File: src/design/dust_conserved_primitive_convert_core_assert.svh
// Assertion macros for the dust converter modules; included by the queue
`ifndef DUST_CONSERVED_PRIMITIVE_CONVERT_CORE_ASSERT_SVH
`define DUST_CONSERVED_PRIMITIVE_CONVERT_CORE_ASSERT_SVH
`ifndef SYNTH
`define DCPC_ASSERT(lbl, clk, rst, prop, msg) \
  lbl: assert property (@(posedge clk) disable iff (rst) prop) else $error(msg);
`define DCPC_NEVER(lbl, clk, rst, expr, msg) \
  lbl: assert property (@(posedge clk) disable iff (rst) !(expr)) else $error(msg);
`else
`define DCPC_ASSERT(lbl, clk, rst, prop, msg)
`define DCPC_NEVER(lbl, clk, rst, expr, msg)
`endif
`endif

File: src/design/dcpc_pkg.sv
// Shared types and constants of the dust conserved/primitive converter
package dcpc_pkg;
  localparam int DENS_W = 31;
  localparam int DATA_W = 32;
  localparam int NUM_W = 33;
  localparam int NCOMP = 3;
  localparam int MAX_SPECIES = 4;
  localparam int SP_W = 2;
  localparam int NUM_SPECIES_DEF = 4;
  localparam int FRAC_BITS_DEF = 16;
  localparam int CFG_IDX_W = 3;
  localparam int IN_TDATA_W = 224;
  localparam int IN_TUSER_W = 3;
  localparam int OUT_TDATA_W = 128;
  localparam int OUT_TUSER_W = 2;
  localparam int QDEPTH = 2;
  localparam int QPTR_W = 1;
  localparam int QCNT_W = 2;

  localparam logic [CFG_IDX_W-1:0] REG_FLOOR0 = 3'd0;
  localparam logic [CFG_IDX_W-1:0] REG_DIFF_EN = 3'd4;

  localparam logic OP_C2P = 1'b0;
  localparam logic OP_P2C = 1'b1;

  // One classified cell handed from front to back
  typedef struct packed {
    logic                          op;
    logic [DENS_W-1:0]             dens;
    logic [NCOMP-1:0][NUM_W-1:0]   num;
    logic [NCOMP-1:0][DATA_W-1:0]  add;
    logic                          fa;
    logic                          last;
  } item_t;
endpackage

File: src/design/dcpc_queue.sv
// Two-entry queue between front and back
module dcpc_queue import dcpc_pkg::*; (
  input  logic  clk,
  input  logic  rst,
  input  logic  push,
  input  item_t wr_item,
  output logic  full,
  input  logic  pop,
  output item_t rd_item,
  output logic  empty
);
  `include "dust_conserved_primitive_convert_core_assert.svh"

  item_t              mem [QDEPTH];
  logic [QPTR_W-1:0]  wptr;
  logic [QPTR_W-1:0]  rptr;
  logic [QCNT_W-1:0]  count;

  assign full    = count == QCNT_W'(QDEPTH);
  assign empty   = count == '0;
  assign rd_item = mem[rptr];

  // Advance pointers and occupancy
  always_ff @(posedge clk) begin
    if (rst) begin
      wptr  <= '0;
      rptr  <= '0;
      count <= '0;
    end else begin
      if (push) wptr <= wptr + 1'b1;
      if (pop) rptr <= rptr + 1'b1;
      count <= count + QCNT_W'(push) - QCNT_W'(pop);
    end
  end

  always_ff @(posedge clk) begin
    if (push) mem[wptr] <= wr_item;
  end

  `DCPC_NEVER(a_no_overflow, clk, rst, push && full, "push into full queue")
  `DCPC_NEVER(a_no_underflow, clk, rst, pop && empty, "pop from empty queue")
  `DCPC_ASSERT(a_count_up, clk, rst, push && !pop |=> count == $past(count) + 1'b1, "count lost a push")
endmodule

File: config.mk
export PLATFORM = sky130hd
export DESIGN_NAME = dcpc_queue
export DESIGN_NICKNAME = d
export VERILOG_FILES = /design/src/design/dcpc_pkg.sv /design/src/design/dcpc_queue.sv
export VERILOG_INCLUDE_DIRS = /design/src /design/src/design
export SDC_FILE = /design/constraint.sdc
export NUM_CORES = 1
export LEC_CHECK = 0
export BUFFER_PORTS_ARGS = -buffer_cell sky130_fd_sc_hd__buf_2
export CAP_MARGIN = 15
export CORE_MARGIN = 1.5
export CORE_UTILIZATION = 50
export CTS_BUF_LIST = sky130_fd_sc_hd__clkbuf_4 sky130_fd_sc_hd__clkbuf_8
export CTS_CLUSTER_SIZE = 16
export DETAILED_ROUTE_END_ITERATION = 10
export HOLD_SLACK_MARGIN = 0.03
export PLACE_DENSITY = 0.83
export SKIP_LAST_GASP = 1
export SLEW_MARGIN = 25
export SYNTH_ARGS = -nofsm -noshare
export SYNTH_HDL_FRONTEND = slang
export SYNTH_SLANG_ARGS = --single-unit
File: constraint.sdc
create_clock -name clk -period 21 [get_ports clk]
set_input_delay 1.05 -clock clk [delete_from_list [all_inputs] [get_ports clk]]
set_output_delay 1.05 -clock clk [all_outputs]
set_load 0.005 [all_outputs]
==> reports/summary.txt <==
Status - completed
Most frequent cell after synthesis - edfxtp_1
CP Data Arrival Time - 3.15 ns
Register bit total from synthesis - 463
Clock Path Buffers - 3
Dpl hpwl - 23,200 um
Initial antenna violation count - 5
Simple-gate share of the synthesized area - 0.00260
Largest net degree at the start of global routing - 78
Die width - 186 um
Crit start category - flop
# H-tree levels - 3
Final setup margin - 16.80 ns
Peak supply drop - 0.0931 mV
Die ar. - 34,700 um^2
Post-CTS Setup Repair Bufs - 0
Hold path depth - 2
Area Growth Syn to Fin - 24.6%
Largest family of logic cells by synthesized area - multiplexers
Clk_lat worst skew - 0.61 ns
EDFF count, synth - 458
PortBufs - 463
Mean Syn Cell Area - 22.9 um^2
Core area - 32,800 um^2
P_leak - 7.90 nW
Placer Congestion - 0.833
Critical Path RT - 19.95 ns
Synth area leader - edfxtp_1
Synth Cell Area - 16,800 um^2
Levels on crit path - 3
Hold Buf Count CTS - 0
Setup crit end kind - output pin
Clock Skew - 0.0201 ns
Fin. max-slew vios - 0
Area contributors post-synth - edfxtp_1 (82%), mux2_2 (15%), buf_6 (1.5%)
Routed via count - 8,868
Critical path fanouts, max - 77
Hold WC Path Type - flop to flop
Sum of negative setup slack - 0 ns
Fin. Hold Viols - 0
Syn nets - 968
Top_reg_cell synth - edfxtp_1
Cells along the critical path - buf_4 -> mux2_2 -> buf_2
Vias in the first global route - 9,656
Max-Cap Viols - 0
Num Clock Sinks - 463
Layout cell share with drive strength beyond 1 - 0.629
CP top delay family - buffers and inverters
Gates resized, CTS repair - 0
Die height - 186 um
Final global-route overflow total - 0
Reg2reg path depth - 3
Final setup fails - 0
Syn Inst Count - 733
Post-synthesis xor/xnor area fraction - 0.00238
CTS tree - yes
Tightest Pin Transition - 1.01 ns
Adder-cell area share of the yosys netlist - 0.00149
Fin nets - 1,491
Initial Util - 0.513
Synth Area in Compound Gates - 0
Worst path bufs/invs - 2
GRT Util Overall - 0.202
Core Util, Final - 0.639
DP Worst Slack - 16.85 ns
Post-Route WL - 35,300 um
RSZ-0062 raised after global routing - false
Max Clock Freq - 238 MHz
Synth cell count leaders - edfxtp_1 (458), mux2_2 (229), buf_6 (23)
Clock edge transition at the registers on the reported setup and hold paths - 0.06 ns
FFs w/ async S/R, synth - 0
Final period util - 0.200
Syn. warnings - 0
Row count - 66
CTS Buf Count - 73
Vias/cell - 5.06
Iter 0 DRT Violations - 433
1st-pass router iterations - 4
# DRC - 0
Antenna violation net count after detailed routing - 0
Post-layout minimum cycle time - 4.20 ns
P per Cell Area - 96.8 nW/um^2
Top Ports - 464
Routed len/inst - 20.1 um
Multiplexer area fraction after synthesis - 0.153
Slew headroom - 0.330
Slowest-stage cell, CP - dfxtp_4
Max stage delay on crit path - 0.97 ns
Yosys cell types - 13
First-pass GRT wire length - 53,100 um
CTS root buf - clkbuf_8
Sequential element share of the synthesized area - 0.824
Setup CP Type - flop to output pin
Top-area cell type share of the netlist area - 0.818
## cell type report
type / count / area (um^2)
inverter: 2 / 7.51
clock inverter: 23 / 148
multi-input combinational: 243 / 2700
timing repair buffer: 473 / 2420
tap: 442 / 553
fill: 2226 / 11800
sequential: 463 / 13900
antenna: 3 / 7.51
clock buffer: 104 / 1260
## layer usage
| layer | GRT usage | vias to the layer above | share of wire |
|---|---|---|---|
| met2 | 0.350 | 422 | 0.52 |
| met5 | 0 | - | 0 |
| met3 | 0.0841 | 77 | 0.10 |
| met1 | 0.211 | 4374 | 0.34 |
| met4 | 0.101 | 0 | 0.034 |
| li1 | - | 3995 | - |
## worst reg2reg max path, stage by stage (launching register included)
cell	delay (ns)
dfxtp_1	0.41
and2_4	0.56
buf_4	0.69
buf_4	0.92
## path summary, 6_finish.rpt
path	slack [ns]	startpoint	to
worst max-delay path	16.80	flop	rd_item[30]
worst min-delay path	0.54	rptr$_SDFFE_PP0P_	flop
worst max register to register	18.01	wptr$_SDFFE_PP0P_	mem[1][100]$_DFFE_PP_
worst min register to register	0.54	rptr$_SDFFE_PP0P_	flop
## power by group
group          total (W)  switching [W]  internal, W
Sequential       0.00110      0.0000182      0.00108
Clock           0.000730       0.000331     0.000398
Combinational   0.000200      0.0000990     0.000101
## per-stage QoR
stage | cell area (um^2) | power (W) | instances | hold WS [ns]
after global placement | 19500 | 0.00131 | 1621 | 0.491
after detailed placement | 19500 | 0.00132 | 1622 | 0.525
final | 21000 | 0.00203 | 1753 | 0.538
after CTS | 20900 | 0.00205 | 1749 | 0.546
after floorplan | 16800 | 0.00124 | 733 | 0.480
after global routing | 21000 | 0.00211 | 1753 | 0.575
## state kept, by name (all words and copies together) (netlist names), named ones only
signal  cells
count       2
wptr        1
rptr        1
mem       458
## placed cells by master (no fill, tap or decap), types with 4 or more instances in the layout
cell        n
buf_2     463
clkinv_1    9
clkbuf_8   76
nor2_1      5
mux2_2    229
clkinv_2    8
edfxtp_1  458
clkbuf_4   28
dfxtp_1     4
buf_4       8
## logic make-up after synthesis
group,after synthesis
fa+ha+maj,2
flops,463
xor+xnor,3
mux,229
buf+inv,27
simple gates,9
(Power assumes the default switching activity.)
