--- src/design/dust_conserved_primitive_convert_core_assert.svh ---
// Assertion macros for the dust converter modules; included by the queue
`ifndef DUST_CONSERVED_PRIMITIVE_CONVERT_CORE_ASSERT_SVH
`define DUST_CONSERVED_PRIMITIVE_CONVERT_CORE_ASSERT_SVH
`ifndef SYNTH
`define DCPC_ASSERT(lbl, clk, rst, prop, msg) \
  lbl: assert property (@(posedge clk) disable iff (rst) prop) else $error(msg);
`define DCPC_NEVER(lbl, clk, rst, expr, msg) \
  lbl: assert property (@(posedge clk) disable iff (rst) !(expr)) else $error(msg);
`else
`define DCPC_ASSERT(lbl, clk, rst, prop, msg)
`define DCPC_NEVER(lbl, clk, rst, expr, msg)
`endif
`endif

--- src/design/dcpc_pkg.sv ---
// Shared types and constants of the dust conserved/primitive converter
package dcpc_pkg;
  localparam int DENS_W = 31;
  localparam int DATA_W = 32;
  localparam int NUM_W = 33;
  localparam int NCOMP = 3;
  localparam int MAX_SPECIES = 4;
  localparam int SP_W = 2;
  localparam int NUM_SPECIES_DEF = 4;
  localparam int FRAC_BITS_DEF = 16;
  localparam int CFG_IDX_W = 3;
  localparam int IN_TDATA_W = 224;
  localparam int IN_TUSER_W = 3;
  localparam int OUT_TDATA_W = 128;
  localparam int OUT_TUSER_W = 2;
  localparam int QDEPTH = 2;
  localparam int QPTR_W = 1;
  localparam int QCNT_W = 2;

  localparam logic [CFG_IDX_W-1:0] REG_FLOOR0 = 3'd0;
  localparam logic [CFG_IDX_W-1:0] REG_DIFF_EN = 3'd4;

  localparam logic OP_C2P = 1'b0;
  localparam logic OP_P2C = 1'b1;

  // One classified cell handed from front to back
  typedef struct packed {
    logic                          op;
    logic [DENS_W-1:0]             dens;
    logic [NCOMP-1:0][NUM_W-1:0]   num;
    logic [NCOMP-1:0][DATA_W-1:0]  add;
    logic                          fa;
    logic                          last;
  } item_t;
endpackage

--- src/design/dcpc_front.sv ---
// Front end: accept a cell, apply the floor and the diffusion term, classify
module dcpc_front import dcpc_pkg::*; #(
  parameter int NUM_SPECIES = NUM_SPECIES_DEF
) (
  input  logic                   clk,
  input  logic                   rst,
  input  logic                   in_valid,
  output logic                   in_ready,
  input  logic                   opcode,
  input  logic [SP_W-1:0]        species,
  input  logic [DENS_W-1:0]      in_density,
  input  logic [NCOMP-1:0][DATA_W-1:0] in_comp,
  input  logic [NCOMP-1:0][DATA_W-1:0] diffusion,
  input  logic                   last_cell,
  input  logic [DENS_W-1:0]      floor_q [NUM_SPECIES],
  input  logic                   diff_en,
  output logic                   item_valid,
  input  logic                   item_ready,
  output item_t                  item
);
  logic                          f_vld;
  logic                          f_op;
  logic [SP_W-1:0]               f_sp;
  logic [DENS_W-1:0]             f_dens;
  logic [NCOMP-1:0][DATA_W-1:0]  f_comp;
  logic [NCOMP-1:0][DATA_W-1:0]  f_diff;
  logic                          f_last;
  logic [SP_W-1:0]               sp_c;
  logic [DENS_W-1:0]             fl;
  logic [DENS_W-1:0]             fl_eff;
  logic                          below;
  logic [NUM_W-1:0]              cx;
  logic [NUM_W-1:0]              dx;

  assign in_ready = !f_vld || item_ready;
  assign item_valid = f_vld;

  // Hold the accepted cell until the queue takes it
  always_ff @(posedge clk) begin
    if (rst) begin
      f_vld <= 1'b0;
    end else if (in_ready) begin
      f_vld <= in_valid;
    end
  end

  always_ff @(posedge clk) begin
    if (in_ready && in_valid) begin
      f_op   <= opcode;
      f_sp   <= species;
      f_dens <= in_density;
      f_comp <= in_comp;
      f_diff <= diffusion;
      f_last <= last_cell;
    end
  end

  // Select the species floor; a zero floor acts as one LSB
  always_comb begin
    sp_c = (32'(f_sp) >= NUM_SPECIES) ? SP_W'(NUM_SPECIES - 1) : f_sp;
    fl = '0;
    for (int i = 0; i < NUM_SPECIES; i++) begin
      if (32'(sp_c) == i) fl = floor_q[i];
    end
    fl_eff = (fl == '0) ? DENS_W'(1) : fl;
    below = f_dens < fl_eff;
  end

  // Build the queue entry
  always_comb begin
    item.op   = f_op;
    item.last = f_last;
    item.dens = f_dens;
    item.fa   = 1'b0;
    item.num  = '0;
    item.add  = '0;
    cx = '0;
    dx = '0;
    if (f_op == OP_C2P) begin
      if (below) begin
        item.dens = fl_eff;
        item.fa   = 1'b1;
      end
    end
    for (int c = 0; c < NCOMP; c++) begin
      cx = {f_comp[c][DATA_W-1], f_comp[c]};
      dx = diff_en ? {f_diff[c][DATA_W-1], f_diff[c]} : '0;
      if (f_op == OP_C2P) begin
        item.num[c] = cx - dx;
      end else begin
        item.num[c] = cx;
        item.add[c] = dx[DATA_W-1:0];
      end
    end
  end
endmodule

--- config.mk ---
export PLATFORM = sky130hd
export DESIGN_NAME = dcpc_front
export DESIGN_NICKNAME = d
export VERILOG_FILES = /design/src/design/dust_conserved_primitive_convert_core_assert.svh /design/src/design/dcpc_pkg.sv /design/src/design/dcpc_front.sv
export SDC_FILE = /design/constraint.sdc
export NUM_CORES = 1
export LEC_CHECK = 0
export ABC_CLOCK_PERIOD_IN_PS = 6340
export BUFFER_PORTS_ARGS = -buffer_cell sky130_fd_sc_hd__clkbuf_2
export CORE_AREA = 2 2 230 232
export DETAILED_ROUTE_END_ITERATION = 12
export DIE_AREA = 0 0 232 234
export PLACE_DENSITY = 0.63
export RECOVER_POWER = 50
export SLEW_MARGIN = 20
export SYNTH_ARGS = -nofsm -noshare
export SYNTH_HDL_FRONTEND = slang
export SYNTH_SLANG_ARGS = --single-unit
--- constraint.sdc ---
create_clock -name clk -period 6.34 [get_ports clk]
set_clock_uncertainty 0.05 [all_clocks]
set_input_delay 0.951 -clock clk [delete_from_list [all_inputs] [get_ports clk]]
set_output_delay 0.951 -clock clk [all_outputs]
set_load 0.01 [all_outputs]
==> metrics.txt, run 1 <==
min-delay worst type input pin to register; Critical Path Sink Type output pin; Hold-fix buffers, CTS 0; Tot Pwr ~4900 uW; Crit Path Class register to output pin; drt pass-1 iters 6; peak supply drop ~0.2 mV; chip width roughly 230 um; flop2flop setup slack approximately 1.6 ns; largest net degree at the start of global routing ~140; core area around 52,000 um2; Most used DFF post-synth edfxtp_1; Synth area leader edfxtp_1; most numerous cell in the Yosys netlist nand2_1; Area Growth Syn to Fin 29.5%; Hold Path Depth 2; Hold Path Origin rst; Vias between 10,000 and 15,000; layer with the highest usage met2; fin nets roughly 2,600; H-Tree Depth 1; Synth cell types 75; Syn Nets 2,007; Die H about 230 um; max-cap violations 2; sequential share of the synthesized area 44.0%; unrepaired setup endpoints after global routing false; Final Critical Period about 6.0 ns; total CTS buffers 29; EDFF count, synth 227; IO Pins about 600; critical path required time around 5.3 ns; cells taking the most area after synthesis edfxtp_1, ha_1, nand2_1, mux4_1, o21ai_0; share of the synthesized area in the top cell type 43.9%; first-pass GRT wire length 79.8 mm; smallest hold slack 0.479 ns; CP startpoint kind register; gpl congestion approximately 0.9; clock sink count approximately 230; Root Buffer clkbuf_16; met2 Resource Use GR between 30% and 40%; CTS tree yes; Synth Cell Area 15,500 um2; HPWL Detailed between 40 and 50 mm; CTS clk-pin slew, worst paths about 0.060 ns; overall routed net length ~55 mm; drt wl/cell 19.5 um; Post-Synthesis Cells between 1,500 and 2,000; Power Density about 250 nW/um2; antenna violations before repair 10; Setup TNS 0 ns; post-CTS resize count 0; Clock Tree Buf Depth 3; Worst Reg-to-Reg Cells 3; vias in the first global route 14,000; met3 Usage GRT around 4.1%; P_leak roughly 0.0091 uW; DRT antenna net count 0; Tcrit/Tclk final between 90% and 100%; fin. max-slew vios 170; Final Hold Violating Endpoints 0; Initial Util between 20% and 30%; global route total overflow 0; Seq cells post-synth 228; Skew-Pair Late Insertion Delay just under 0.6 ns; Filler cells between 5,000 and 6,000; via/cell ratio between 4 and 5; Hold Crit Endpoint item_valid$_SDFFE_PP0N_; Arr. time, crit path ~5.0 ns; fraction of registers with async set/reset 0%; failing checks capacitance limit, slew limit; Max FO, Critical Path 32; Final Setup Violations 0; Commonest cells post-synth nand2_1, edfxtp_1, nor2_1; die area 54,300 um2; aggregate global-route resource usage 19.0%; Slew HR -54.9%; Yosys warnings 0; postcts setup bufs 0; Avg Cell Area, Syn between 10 and 15 um2; Peak Freq 0.168 GHz; Critical R2R Launch item_valid$_SDFFE_PP0N_; Post-route DRC 0; reg2reg end f_diff[6]$_DFFE_PP_; layout cell share with drive strength beyond 1 between 30% and 40%; Iter 0 DRT Violations slightly above 700; Worst Tran Pin Value approximately 2.3 ns; number of buffers inserted by port buffering 586; status complete, but fails checks; met1 Use GR about 23%; FP Rows 84
==> state kept, by name, summed over array words and instances, names as in the netlist <==
name,cells
f_diff,96
f_comp,64
cx,32
f_dens,31
f_sp,2
f_last,1
f_op,1
item_valid,1
==> report_power, final <==
part           switching, uW  internal [uW]  leakage, uW  total (uW)
clock                    686           1130     0.000512        1820
sequential              43.7           1770      0.00220        1820
combinational            766            546      0.00641        1310
==> area by class of cell <==
class	count	area, um2	share of cell area [%]
repair buffers	598	3010	15.0
multi-input cells	1159	8100	40.3
well taps	688	861	4.28
diodes	6	15.0	0.0746
clock buffers	38	810	4.02
inverters	67	254	1.26
flip-flops and latches	228	6840	34.0
clock inverters	15	225	1.12
==> per-layer routing <==
metal / part of all wire (%) / wire length, um / vias up
li1: - / - / 6764
met1: 40 / 21900 / 6606
met2: 50 / 27000 / 502
met3: 6.5 / 3540 / 102
met4: 3.8 / 2090 / 10
met5: 0.11 / 60 / -
==> worst max-delay path by stage <==
stage,startpoint,end,slack [ns],cells after the start
after CTS,f_sp[0]$_DFFE_PP_,item[221],0.40,10
after floorplan,diff_en,item[194],1.22,15
final,f_sp[0]$_DFFE_PP_,item[211],0.37,10
after global placement,diff_en,item[127],0.62,13
after global routing,f_sp[0]$_DFFE_PP_,item[221],0.14,14
after detailed placement,diff_en,item[127],0.61,13
==> per-stage QoR <==
step | worst slack [ns] | area (um2) | cells | utilization, %
after global placement | 0.621 | 19100 | 2740 | 36.7
after detailed placement | 0.608 | 19100 | 2740 | 36.7
after global routing | 0.144 | 20100 | 2798 | 38.7
after floorplan | 1.22 | 15500 | 1522 | -
after CTS | 0.396 | 20100 | 2793 | 38.7
final | 0.375 | 20100 | 2799 | 38.7
==> placed cells by master, fill, tap and decap left out, drive strengths merged, types with 4 or more instances in the layout <==
cell type    n
a21o        44
a31oi        9
o21ai      124
nor2       133
a211oi      14
nor3        16
nor4        10
xnor2       44
mux4        31
nand2b      17
and2         9
and3         8
ha         126
nor2b       10
nand2      248
o22ai        4
o21a        16
o21bai      14
a41oi        5
inv         68
nor3b        4
a21oi       84
bufinv       6
xor2        30
o211ai       5
o31a         6
mux2i        5
nand4       16
clkbuf     624
and4         6
clkinv       8
nand3       22
edfxtp     227
mux2        32
diode        6
buf         12
o31ai       15
==> critical path, cell delays in order, from the launching register on <==
cell and delay, ns:
edfxtp_1 0.32, buf_4 0.44, mux4_1 0.73, nor4_1 0.72, a41oi_1 0.40, a21oi_1 0.24
o21ai_1 0.12, a221oi_2 0.42, o21ai_4 0.37, mux2_2 0.42, clkbuf_2 0.13
==> kinds of logic after synthesis <==
logic type,after synthesis,synth area share [%]
fa+ha+maj,129,10.5
mux,68,7.76
simple gates,510,14.3
compound gates,378,15.4
xor+xnor,74,4.17
flops,228,44.0
buf+inv,135,3.87
No activity file was read; power rests on OpenSTA's default activity.
==> inputs of run 2 (changes only) <==
==> constraint.sdc (replaced) <==
create_clock -name clk -period 6.34 [get_ports clk]
set_clock_uncertainty 0.05 [all_clocks]
set_input_delay 1.585 -clock clk [delete_from_list [all_inputs] [get_ports clk]]
set_output_delay 1.585 -clock clk [all_outputs]
set_load 0.01 [all_outputs]
==> metrics.txt, run 2 (same netlist as run 1, synthesis figures left out) <==
Clock Tree Buf Depth 3; Final Setup Violations 0; critical path required time roughly 4.7 ns; Crit Path Class input pin to output pin; aggregate global-route resource usage about a fifth; overall routed net length ~57 mm; failing checks capacitance limit, slew limit; first-pass GRT wire length approximately 80 mm; fin. max-slew vios 229; CP startpoint kind input pin; max-cap violations 2; FP Rows 84; critical path's most frequent cell clkbuf_2; status complete, but fails checks; Root Buffer clkbuf_16; via/cell ratio between 5 and 6; Max FO, Critical Path 17; placed insts approximately 2,800; max reg flops 96; Critical Path Max Stage Delay ~0.56 ns; Non-Filler Instances 2,900; Slew HR -117%; gpl congestion 0.900; drt wl/cell 19.5 um; Post-route DRC 0; Critical Path Sink Type output pin; flop2flop setup slack 2.80 ns; smallest hold slack between 0.5 and 0.6 ns; Die H roughly 230 um; global route total overflow 0; crit-path cells clkbuf_2 > mux4_1 > nor4_2 > and4_2 > a41oi_2 > a21oi_1 > o21ai_1 > a221oi_2 > o21ai_4 > buf_12 > mux2_2 > clkbuf_2; Iter 0 DRT Violations 851; Power Density between 200 and 250 nW/um2; HPWL Detailed around 44 mm; drt pass-1 iters 5; Tot Pwr around 5000 uW; IO Pins around 590; DRT antenna net count 0; most frequent cells in the layout clkbuf_2, nand2_1, edfxtp_1; CTS tree yes; Skew-Pair Late Insertion Delay roughly 0.6 ns; CTS clk-pin slew, worst paths approximately 0.060 ns; Peak Freq 0.161 GHz; P_leak slightly below 0.01 uW; vias in the first global route about 14,000; Tcrit/Tclk final a little under 100%; number of buffers inserted by port buffering 586; chip width about 230 um; Top reg by flops f_diff; die area 54,300 um2; Bufs and invs on worst path 3; Initial Util about 30%; commonest non-fill, non-tap cell in the layout clkbuf_2; Vias about 15,000; Area Growth Syn to Fin 36.8%; Final Hold Violating Endpoints 0; CP max-delay cell mux4_1; Worst Tran Pin Value between 3 and 4 ns; clock sink count 228; Final Critical Period between 6 and 7 ns; largest net degree at the start of global routing approximately 190; core area 52,000 um2; fin nets ~2,700; Filler cells 5,113; Setup TNS 0 ns; peak supply drop around 0.36 mV; antenna violations before repair 8; Arr. time, crit path about 4.6 ns; total CTS buffers 29; H-Tree Depth 1; layout cell share with drive strength beyond 1 between 30% and 40%; family with the most delay on the worst path compound AO/OA/AOI/OAI gates; min-delay worst type register to register
[run 2: where the power goes]
group          switching, uW  internal (uW)
Combinational            812            648
Clock                    708           1010
Sequential              46.8           1780
Total                   1570           3430
[run 2: tightest hold or removal path, delay by kind of cell (launching register included)]
family | cells | cell delay (ns)
compound gates | 1 | 0.08
flops | 1 | 0.31
simple gates | 1 | 0.12
[run 2: repair_timing]
action,in CTS,in global routing
hold buffers,0,0
setup buffers,3,4
endpoints found under the setup margin,39,60
gates resized for setup,15,60
pin swaps,4,16
gates cloned,0,4
[run 2: metrics by stage]
step	utilization [%]	setup slack [ns]	area, um2
finish	40.8	0.147	21200
global route	40.8	-0.0600	21200
floorplan	-	0.0200	15500
detailed placement	38.2	-0.118	19900
CTS	40.2	0.00229	20900
global placement	38.2	-0.136	19900
[run 2: routing by layer]
| layer | vias to the layer above | GRT usage, % | wire, um | part of all wire (%) |
|---|---|---|---|---|
| met3 | 123 | 4.67 | 4090 | 7.2 |
| met2 | 552 | 33.3 | 27700 | 49 |
| li1 | 6960 | - | - | - |
| met5 | - | 0 | 30 | 0.053 |
| met1 | 6891 | 23.1 | 22300 | 39 |
| met4 | 6 | 8.67 | 2500 | 4.4 |
[run 2: path summary, 6_finish.rpt]
| kind | from | endpoint | depth (start not counted) |
|---|---|---|---|
| hold reg to reg | item_valid$_SDFFE_PP0N_ | item_valid$_SDFFE_PP0N_ | 2 |
| hold / removal | item_valid$_SDFFE_PP0N_ | item_valid$_SDFFE_PP0N_ | 2 |
| setup / recovery | floor_q[66] | item[221] | 12 |
| setup reg to reg | item_valid$_SDFFE_PP0N_ | f_diff[56]$_DFFE_PP_ | 3 |
[run 2: cell type report]
type,count,area [um2],area share [%]
inverters,67,254,1.20
well taps,688,861,4.05
multi-input cells,1159,8370,39.4
repair buffers,699,3940,18.6
diodes,5,12.5,0.0589
clock inverters,20,228,1.07
flip-flops and latches,228,6840,32.2
clock buffers,34,744,3.50
